--- src/hrc_pkg.sv ---
// Package for the HLS to RGB converter: widths, types, constants, helpers.
// No dependencies; used by the top level and the checker.
`timescale 1ns / 1ps

package hrc_pkg;

  localparam int HUE_W   = 15;
  localparam int Q_W     = 13;
  localparam int MULB_W  = Q_W + 1;
  localparam int LPRD_W  = Q_W + MULB_W;
  localparam int Q_FRAC  = 12;
  localparam int ANG_W   = 16;
  localparam int LVL_W   = 18;
  localparam int PRD_W   = 30;
  localparam int DIV_SH  = 6;
  localparam int MAG_W   = 23;
  localparam int RCP_W   = 24;
  localparam int RCP_SH  = 27;
  localparam int QMUL_W  = MAG_W + RCP_W;
  localparam int QUO_W   = 20;
  localparam int RES_W   = 21;
  localparam int NCH     = 3;
  localparam int LATENCY = 6;

  localparam int Q_ONE   = 4096;
  localparam int Q_HALF  = 2048;
  localparam int DEG60   = 960;
  localparam int DEG120  = 1920;
  localparam int DEG180  = 2880;
  localparam int DEG240  = 3840;
  localparam int DEG360  = 5760;

  // ceil(2^27 / 15); exact floor division for values below 2^24
  localparam logic [RCP_W-1:0] RECIP15 = 24'd8947849;

  typedef logic signed [HUE_W-1:0]  hue_t;
  typedef logic        [Q_W-1:0]    q12_t;
  typedef logic        [MULB_W-1:0] mulb_t;
  typedef logic        [LPRD_W-1:0] lprod_t;
  typedef logic signed [ANG_W-1:0]  angle_t;
  typedef logic signed [LVL_W-1:0]  level_t;
  typedef logic signed [PRD_W-1:0]  prod_t;
  typedef logic        [MAG_W-1:0]  mag_t;
  typedef logic        [QMUL_W-1:0] qmul_t;
  typedef logic        [QUO_W-1:0]  quo_t;
  typedef logic signed [RES_W-1:0]  res_t;

  typedef enum logic [1:0] {
    SEC_RISE,
    SEC_HIGH,
    SEC_FALL,
    SEC_LOW
  } sector_t;

  function automatic angle_t wrap_angle(input angle_t a);
    angle_t w;
    w = a;
    if (w > angle_t'(DEG360)) begin
      w = w - angle_t'(DEG360);
    end else if (w < angle_t'(0)) begin
      w = w + angle_t'(DEG360);
    end
    return w;
  endfunction

  function automatic sector_t classify(input angle_t h);
    sector_t s;
    if (h < angle_t'(DEG60)) begin
      s = SEC_RISE;
    end else if (h < angle_t'(DEG180)) begin
      s = SEC_HIGH;
    end else if (h < angle_t'(DEG240)) begin
      s = SEC_FALL;
    end else begin
      s = SEC_LOW;
    end
    return s;
  endfunction

  // multiplier operand of the linear ramps
  function automatic angle_t ramp_arg(input angle_t h, input sector_t s);
    angle_t t;
    if (s == SEC_FALL) begin
      t = angle_t'(DEG240) - h;
    end else begin
      t = h;
    end
    return t;
  endfunction

  function automatic q12_t clamp_q12(input res_t v);
    q12_t c;
    if (v < res_t'(0)) begin
      c = '0;
    end else if (v > res_t'(Q_ONE)) begin
      c = q12_t'(Q_ONE);
    end else begin
      c = q12_t'(v);
    end
    return c;
  endfunction

endpackage

--- src/hls_to_rgb_converter_unit.sv ---
// HLS to RGB color converter, six-stage pipeline.
// Depends on hrc_pkg.
//
// Usage:
//   Input: drive in_hue (signed, 1/16 degree), in_lightness and
//   in_saturation (Q12) with start high; an item is taken at each rising
//   edge where start is high and busy is low. busy stays low, so one item
//   can enter every cycle.
//   Output: out_valid marks out_red/out_green/out_blue (Q12) for exactly
//   one cycle. There is no backpressure; results must be taken as shown.
// Throughput: 1 item per cycle.
// Stages: m2 product and hue wrap, m2/sector select, m1 and ramp slope,
//   slope multiply, divide by 960 via reciprocal multiply, ramp sum and
//   clamp into the output register.
// Reset: synchronous, active low; clears all stage valid bits, so items in
//   flight are dropped and out_valid goes low.
`timescale 1ns / 1ps

module hls_to_rgb_converter_unit (
  input  logic          clk,
  input  logic          rst_n,
  input  logic          start,
  output logic          busy,
  input  hrc_pkg::hue_t in_hue,
  input  hrc_pkg::q12_t in_lightness,
  input  hrc_pkg::q12_t in_saturation,
  output logic          out_valid,
  output hrc_pkg::q12_t out_red,
  output hrc_pkg::q12_t out_green,
  output hrc_pkg::q12_t out_blue
);
  import hrc_pkg::*;

  logic accept;

  // stage A: lightness product, wrapped hue per channel
  mulb_t   mul_b;
  angle_t  ang_base;
  lprod_t  a_prod_nxt;
  angle_t  a_ang_nxt [NCH];
  logic    a_vld_r;
  logic    a_gray_r;
  q12_t    a_l_r, a_s_r;
  lprod_t  a_prod_r;
  angle_t  a_ang_r [NCH];

  // stage B: m2, sector and ramp operand
  logic [LPRD_W-Q_FRAC-1:0] prod_hi;
  level_t  b_m2_nxt;
  sector_t b_sec_nxt [NCH];
  angle_t  b_t_nxt [NCH];
  logic    b_vld_r;
  logic    b_gray_r;
  q12_t    b_l_r;
  level_t  b_m2_r;
  sector_t b_sec_r [NCH];
  angle_t  b_t_r [NCH];

  // stage C: m1 and slope
  level_t  c_m1_nxt, c_diff_nxt;
  logic    c_vld_r;
  logic    c_gray_r;
  q12_t    c_l_r;
  level_t  c_m1_r, c_m2_r, c_diff_r;
  sector_t c_sec_r [NCH];
  angle_t  c_t_r [NCH];

  // stage D: slope products
  prod_t   d_p_nxt [NCH];
  logic    d_vld_r;
  logic    d_gray_r;
  q12_t    d_l_r;
  level_t  d_m1_r, d_m2_r;
  sector_t d_sec_r [NCH];
  prod_t   d_p_r [NCH];

  // stage E: quotient magnitude and sign
  prod_t   abs_p [NCH];
  mag_t    mag [NCH];
  qmul_t   qmul [NCH];
  quo_t    e_q_nxt [NCH];
  logic    e_vld_r;
  logic    e_gray_r;
  q12_t    e_l_r;
  level_t  e_m1_r, e_m2_r;
  sector_t e_sec_r [NCH];
  quo_t    e_q_r [NCH];
  logic    e_neg_r [NCH];

  // stage F: output register
  res_t    sq [NCH];
  res_t    val [NCH];
  q12_t    out_ch_nxt [NCH];
  logic    out_valid_r;
  q12_t    out_red_r, out_green_r, out_blue_r;

  assign busy   = 1'b0;
  assign accept = start & ~busy;

  always_comb begin
    if (in_lightness < q12_t'(Q_HALF)) begin
      mul_b = mulb_t'(Q_ONE) + mulb_t'(in_saturation);
    end else begin
      mul_b = mulb_t'(in_saturation);
    end
    a_prod_nxt   = lprod_t'(in_lightness) * lprod_t'(mul_b);
    ang_base     = angle_t'(in_hue);
    a_ang_nxt[0] = wrap_angle(ang_base + angle_t'(DEG120));
    a_ang_nxt[1] = wrap_angle(ang_base);
    a_ang_nxt[2] = wrap_angle(ang_base - angle_t'(DEG120));
  end

  always_comb begin
    prod_hi = a_prod_r[LPRD_W-1:Q_FRAC];
    if (a_l_r < q12_t'(Q_HALF)) begin
      b_m2_nxt = level_t'(prod_hi);
    end else begin
      b_m2_nxt = level_t'(a_l_r) + level_t'(a_s_r) - level_t'(prod_hi);
    end
    for (int i = 0; i < NCH; i++) begin
      b_sec_nxt[i] = classify(a_ang_r[i]);
      b_t_nxt[i]   = ramp_arg(a_ang_r[i], b_sec_nxt[i]);
    end
  end

  always_comb begin
    c_m1_nxt   = (level_t'(b_l_r) <<< 1) - b_m2_r;
    c_diff_nxt = (b_m2_r - level_t'(b_l_r)) <<< 1;
  end

  always_comb begin
    for (int i = 0; i < NCH; i++) begin
      d_p_nxt[i] = prod_t'(c_diff_r) * prod_t'(c_t_r[i]);
    end
  end

  // truncating divide by 960 = 64 * 15 on the magnitude
  always_comb begin
    for (int i = 0; i < NCH; i++) begin
      abs_p[i]   = d_p_r[i][PRD_W-1] ? -d_p_r[i] : d_p_r[i];
      mag[i]     = mag_t'(abs_p[i] >> DIV_SH);
      qmul[i]    = qmul_t'(mag[i]) * qmul_t'(RECIP15);
      e_q_nxt[i] = quo_t'(qmul[i] >> RCP_SH);
    end
  end

  always_comb begin
    for (int i = 0; i < NCH; i++) begin
      sq[i] = e_neg_r[i] ? -res_t'(e_q_r[i]) : res_t'(e_q_r[i]);
      case (e_sec_r[i]) inside
        SEC_RISE, SEC_FALL: val[i] = res_t'(e_m1_r) + sq[i];
        SEC_HIGH:           val[i] = res_t'(e_m2_r);
        default:            val[i] = res_t'(e_m1_r);
      endcase
      if (e_gray_r) begin
        out_ch_nxt[i] = clamp_q12(res_t'(e_l_r));
      end else begin
        out_ch_nxt[i] = clamp_q12(val[i]);
      end
    end
  end

  always_ff @(posedge clk) begin
    if (!rst_n) begin
      a_vld_r     <= 1'b0;
      b_vld_r     <= 1'b0;
      c_vld_r     <= 1'b0;
      d_vld_r     <= 1'b0;
      e_vld_r     <= 1'b0;
      out_valid_r <= 1'b0;
    end else begin
      a_vld_r     <= accept;
      b_vld_r     <= a_vld_r;
      c_vld_r     <= b_vld_r;
      d_vld_r     <= c_vld_r;
      e_vld_r     <= d_vld_r;
      out_valid_r <= e_vld_r;
    end
  end

  always_ff @(posedge clk) begin
    a_gray_r <= (in_saturation == '0);
    a_l_r    <= in_lightness;
    a_s_r    <= in_saturation;
    a_prod_r <= a_prod_nxt;
    a_ang_r  <= a_ang_nxt;

    b_gray_r <= a_gray_r;
    b_l_r    <= a_l_r;
    b_m2_r   <= b_m2_nxt;
    b_sec_r  <= b_sec_nxt;
    b_t_r    <= b_t_nxt;

    c_gray_r <= b_gray_r;
    c_l_r    <= b_l_r;
    c_m1_r   <= c_m1_nxt;
    c_m2_r   <= b_m2_r;
    c_diff_r <= c_diff_nxt;
    c_sec_r  <= b_sec_r;
    c_t_r    <= b_t_r;

    d_gray_r <= c_gray_r;
    d_l_r    <= c_l_r;
    d_m1_r   <= c_m1_r;
    d_m2_r   <= c_m2_r;
    d_sec_r  <= c_sec_r;
    d_p_r    <= d_p_nxt;

    e_gray_r <= d_gray_r;
    e_l_r    <= d_l_r;
    e_m1_r   <= d_m1_r;
    e_m2_r   <= d_m2_r;
    e_sec_r  <= d_sec_r;
    e_q_r    <= e_q_nxt;
    for (int i = 0; i < NCH; i++) begin
      e_neg_r[i] <= d_p_r[i][PRD_W-1];
    end

    out_red_r   <= out_ch_nxt[0];
    out_green_r <= out_ch_nxt[1];
    out_blue_r  <= out_ch_nxt[2];
  end

  assign out_valid = out_valid_r;
  assign out_red   = out_red_r;
  assign out_green = out_green_r;
  assign out_blue  = out_blue_r;

endmodule

--- config.mk ---
export PLATFORM = sky130hd
export DESIGN_NAME = hls_to_rgb_converter_unit
export DESIGN_NICKNAME = d
export VERILOG_FILES = /design/src/hrc_pkg.sv /design/src/hls_to_rgb_converter_unit.sv
export SDC_FILE = /design/constraint.sdc
export NUM_CORES = 2
export LEC_CHECK = 0
export BUFFER_PORTS_ARGS = -buffer_cell sky130_fd_sc_hd__buf_4
export CAP_MARGIN = 20
export CORE_UTILIZATION = 55
export DETAILED_ROUTE_END_ITERATION = 16
export PLACE_DENSITY = 0.71
export SLEW_MARGIN = 20
export SYNTH_ARGS = -nofsm -noshare
export SYNTH_HDL_FRONTEND = slang
export SYNTH_SLANG_ARGS = --single-unit
--- constraint.sdc ---
create_clock -name clk -period 25 [get_ports clk]
set_clock_uncertainty 0.2 [all_clocks]
set_input_delay 1.25 -clock clk [delete_from_list [all_inputs] [get_ports clk]]
set_output_delay 1.25 -clock clk [all_outputs]
set_load 0.005 [all_outputs]
# Word-level counts from Yosys, hierarchy flattened
# Memories as Yosys holds them, arrays and structs flattened.
# Cells that the tools add are included.
# word_totals
register_bits	608
ramBits	3
input_bits	44
output_inout_bits	41
mem_count	1
wordCells	172
# mem_list
memory	depth	word_bits	rd	rd_ports_with_merged_regs	wr	line_no	source
e_neg_r	3	1	3	0	3	hls_to_rgb_converter_unit.sv:88	logic e_neg_r [NCH];
# op_classes
n_eq_ne	9
order_cmp	24
n_addsub	25
muxes	42
reduce_logical	7
mul	7
# ops
operator	count
21-bit 2-to-1 mux	9
16-bit 2-to-1 mux	9
23-bit by 24-bit multiplier with 47-bit output, second input constant	3
13-bit 2-to-1 mux	10
16-bit by 13-bit < comparator with 1-bit output, second input constant	6
17-bit by 16-bit multiplier with 29-bit output	3
29-bit 2-to-1 mux	3
29-bit negator	3
18-bit by 21-bit adder with 21-bit output	3
21-bit by 14-bit > comparator with 1-bit output, second input constant	3
21-bit by 1-bit < comparator with 1-bit output, second input constant	3
20-bit negator with 21-bit output	3
16-bit by 11-bit < comparator with 1-bit output, second input constant	3
13-bit by 16-bit subtractor with 16-bit output, first input constant	3
16-bit by 14-bit adder with 16-bit output, second input constant	2
16-bit by 14-bit > comparator with 1-bit output, second input constant	2
16-bit by 1-bit < comparator with 1-bit output, second input constant	2
16-bit by 14-bit subtractor with 16-bit output, second input constant	2
13-bit by 14-bit multiplier with 27-bit output	1
13-bit by 12-bit < comparator with 1-bit output, second input constant	2
15-bit by 16-bit subtractor with 17-bit output	1
16-bit by 14-bit subtractor with 17-bit output	1
15-bit by 12-bit adder with 16-bit output, second input constant	1
15-bit by 14-bit adder with 16-bit output, second input constant	1
other kinds (17)	35

# Logic depth before layout (Yosys ltp)
# logic_depth
ltp_word	8
mapped_depth	36
ltp_nobuf	36

# Worst setup path before layout
# OpenSTA, ideal clock, no wires.
# synth_timing
path_kind	reg-to-reg
start	register d_p_r[1] (netlist name)
end	register e_q_r[39] (netlist name)
path_stages_with_launch	36
path_buffers	0
synth_period_minus_slack_ns	9.742
path_slack_ns	15.258
t_required_ns	24.667
t_arrival_ns	9.409
setup_time_ns	0.133
cell_sequence	dfxtp_1 > or4_1 > or3_1 > or4_1 > nor4_1 > nand2b_1 > nor3_1 > nand2b_1 > or3_1 > or4_1 > or4_1 > o41a_1 > xor2_1 > ha_1 > inv_1 > fa_1 > fa_1 > inv_1 > fa_1 > inv_1 > fa_1 > inv_1 > ha_1 > ha_1 > a2111oi_0 > nand2_1 > a21oi_1 > a31oi_1 > a31oi_1 > nor2b_1 > o311a_1 > a311o_1 > a31oi_1 > nor2_1 > a221oi_1 > xor2_1
# synth_rtl
item	line_no	source
end signal, assigned	hls_to_rgb_converter_unit.sv:214	e_q_r <= e_q_nxt;
end, declared	hls_to_rgb_converter_unit.sv:87	quo_t e_q_r [NCH];

==> results.md <==
- Outcome: completed
- Crit path buf inv count: 4
- DRC errors left: 0
- Post-CTS sizing: 0
- I/O Buffers: 83
- H-tree depth: 2
- Die area: 126000 um^2
- GR peak layer: met2
- Post-synth ARST share: 0%
- Slew headroom: 37.2%
- Vias: 48800
- Area after DPL: 70600 um^2
- CP top delay family: simple AND/OR/NAND/NOR gates
- Worst Path Max Fanout: 8
- Post-route cell area: 72800 um^2
- Iteration-0 DRC Markers: 3116
- Placed insts: 8884
- Startpoint types: register
- Root buffer cell: clkbuf_16
- Clock period minus worst slack: 10.99 ns
- Multi-input gate area: 50900 um^2
- Area growth, synth to finish: 6.05%
- Starting density of the core: 55.5%
- Vias in the first global route: 51200
- CP Capture Type: register
- Max Cap Viol: 0
- TNS Setup: 0 ns
- Largest net degree at the start of global routing: 47
- Met3 GRT Util: 3.20%
- Horiz. Die Dim: 355 um
- Critical path class: register to register
- DR vias/cell: 5.43
- Crit path DAT: 11.39 ns
- Hold-fix buffers, CTS: 0
- Post-CTS setup buffers: 0
- FILL cells: 10600
- Final setup vio count: 0
- 1st-pass router iterations: 6
- Clock sink count: 570
- I/O Pins: 85
- Initial antenna violation count: 9
- Total gr overflow: 0
- Post-route ant nets: 0
- Worst slew pin tran: 0.940 ns
- Crit path max-delay cell type: or4_1
- Non-Filler Instances: 9001
- Clk_lat worst skew: 0.70 ns
- Synthesized Nets: 9360
- First-pass GRT wire length: 269000 um
- F_max: 91.0 MHz
- CP peak stage delay: 0.62 ns
- Seq. cell area: 11400 um^2
- Fin. max-slew vios: 0
- Core Area: 124000 um^2
- Final hold violations: 0
- #FFs+latches synth: 570
- GRT Resource Usage Total: 26.8%
- Site Rows: 129
- M2 GR Usage: 44.3%
- Required time of the critical path: 25.40 ns
- Synth Cell Area: 68600 um^2
- Die height: 355 um
- Worst-path clk slew: 0.06 ns
- Nets: 9303
- Mapped Cells: 7367
- Hold crit path type: register to register
- Synth cell types: 81
- Post-synthesis sequential area ratio: 16.6%
- Mean routed wirelength per cell: 18.3 um
- Layout cells sized above 1: 3.68%
- WL final: 165000 um
- CTS tree: done
- CTS buffer count: 61
- Met1 Use GR: 37.0%
- RSZ-0062 raised after global routing: no
- Gpl congestion: 0.937
- Yosys warnings: 0
- Syn_area_per_cell: 9.31 um^2
- Post-DP HPWL: 134000 um
- Fin crit share: 43.9%
- Post-synth EDFFs: 0
- CTS Buffer Depth: 3
- Primary FF master, synth: dfxtp_1
[path summary, 6_finish.rpt]
path / from / depth (start not counted) / slack [ns] / endpoint
setup / recovery: d_p_r[1] / 35 / 14.01 / e_q_r[39]
hold / removal: c_m2_r[14] / 0 / 0.05 / d_m2_r[14]
setup reg to reg: d_p_r[1] / 35 / 14.01 / e_q_r[39]
hold reg to reg: c_m2_r[14] / 0 / 0.05 / d_m2_r[14]
[state kept, by name (all words and copies together), names as in the netlist, 17 cells and up]
signal and count:
e_q_r 60, d_p_r 85, b_t_r 46, c_t_r 46, a_ang_r 34, c_diff_r 17
[through the flow]
step                setup slack (ns)  utilization (%)  hold slack (ns)
floorplan                      15.26                -            0.110
global placement               14.19             57.1            0.110
finish                         14.01             58.9           0.0522
detailed placement             14.12             57.1            0.112
global route                   13.34             58.8           0.0598
CTS                            14.07             58.8           0.0508
[cell type report]
class / instances / area share, %
clock inverter: 36 / 0.576
timing repair buffer: 118 / 1.22
clock buffer: 77 / 2.32
antenna: 4 / 0.0138
tap: 1637 / 2.81
sequential: 570 / 15.7
multi-input combinational: 5113 / 69.9
inverter: 1446 / 7.46
[cells in the final DEF (no fill, tap or decap), types with 25 or more instances in the layout]
cell type  synthesis  layout
inv_1           1443    1443
fa_1            1066    1066
ha_1             883     883
nand2_1          808     808
dfxtp_1          570     570
and2_1           364     364
xnor2_1          329     329
nor2_1           263     263
o21ai_0          234     234
a21oi_1          186     186
buf_4              1     118
xor2_1           106     106
nand2b_1          84      84
nor3_1            67      67
clkbuf_16          0      61
nand3_1           59      59
a21o_1            57      57
o31ai_1           47      47
nor2b_1           41      41
o21a_1            41      41
mux2i_1           39      39
or3_1             37      37
a31oi_1           33      33
a211oi_1          29      29
a21boi_0          28      28
nand4_1           27      27
o21bai_1          25      25
[cell usage after synthesis (10+ instances only)]
master	number	share of area [%]
nor2b_1	41	0.37
a2111oi_0	10	0.13
and2_1	364	3.3
nand3_1	59	0.43
inv_1	1443	7.9
xnor2_1	329	4.2
mux2_2	11	0.18
o211ai_1	14	0.15
a21oi_1	186	1.4
a21o_1	57	0.62
or3_1	37	0.34
a21boi_0	28	0.31
nand2b_1	84	0.77
a211oi_1	29	0.32
clkbuf_1	230	1.3
nand4_1	27	0.25
o21bai_1	25	0.27
nand2_1	808	4.4
nor3_1	67	0.49
xor2_1	106	1.4
ha_1	883	16
mux2i_1	39	0.57
fa_1	1066	31
o41ai_1	13	0.17
o21ai_0	234	1.7
or2_2	14	0.13
o31ai_1	47	0.51
nor4_1	22	0.20
nor2_1	263	1.4
or4_1	22	0.24
and3_1	20	0.18
dfxtp_1	570	17
o21a_1	41	0.45
a31oi_1	33	0.30
[kinds of logic after synthesis]
| family | share of synthesized area [%] |
|---|---|
| xor+xnor | 5.55 |
| buf+inv | 9.22 |
| simple gates | 13.0 |
| other cells | 0.00547 |
| mux | 0.750 |
| compound gates | 7.61 |
| fa+ha+maj | 47.2 |
| flops | 16.6 |
[layer usage]
layer  wire (um)  up-vias  share of wire [%]
li1            -    22900                  -
met1       73300    24100                 44
met2       76500     1494                 46
met3       10700      274                6.5
met4        4650        2                2.8
met5          13        -             0.0079
Power is not shown: default switching activity piles up to over one toggle a cycle in this logic, so the estimate is an artifact.
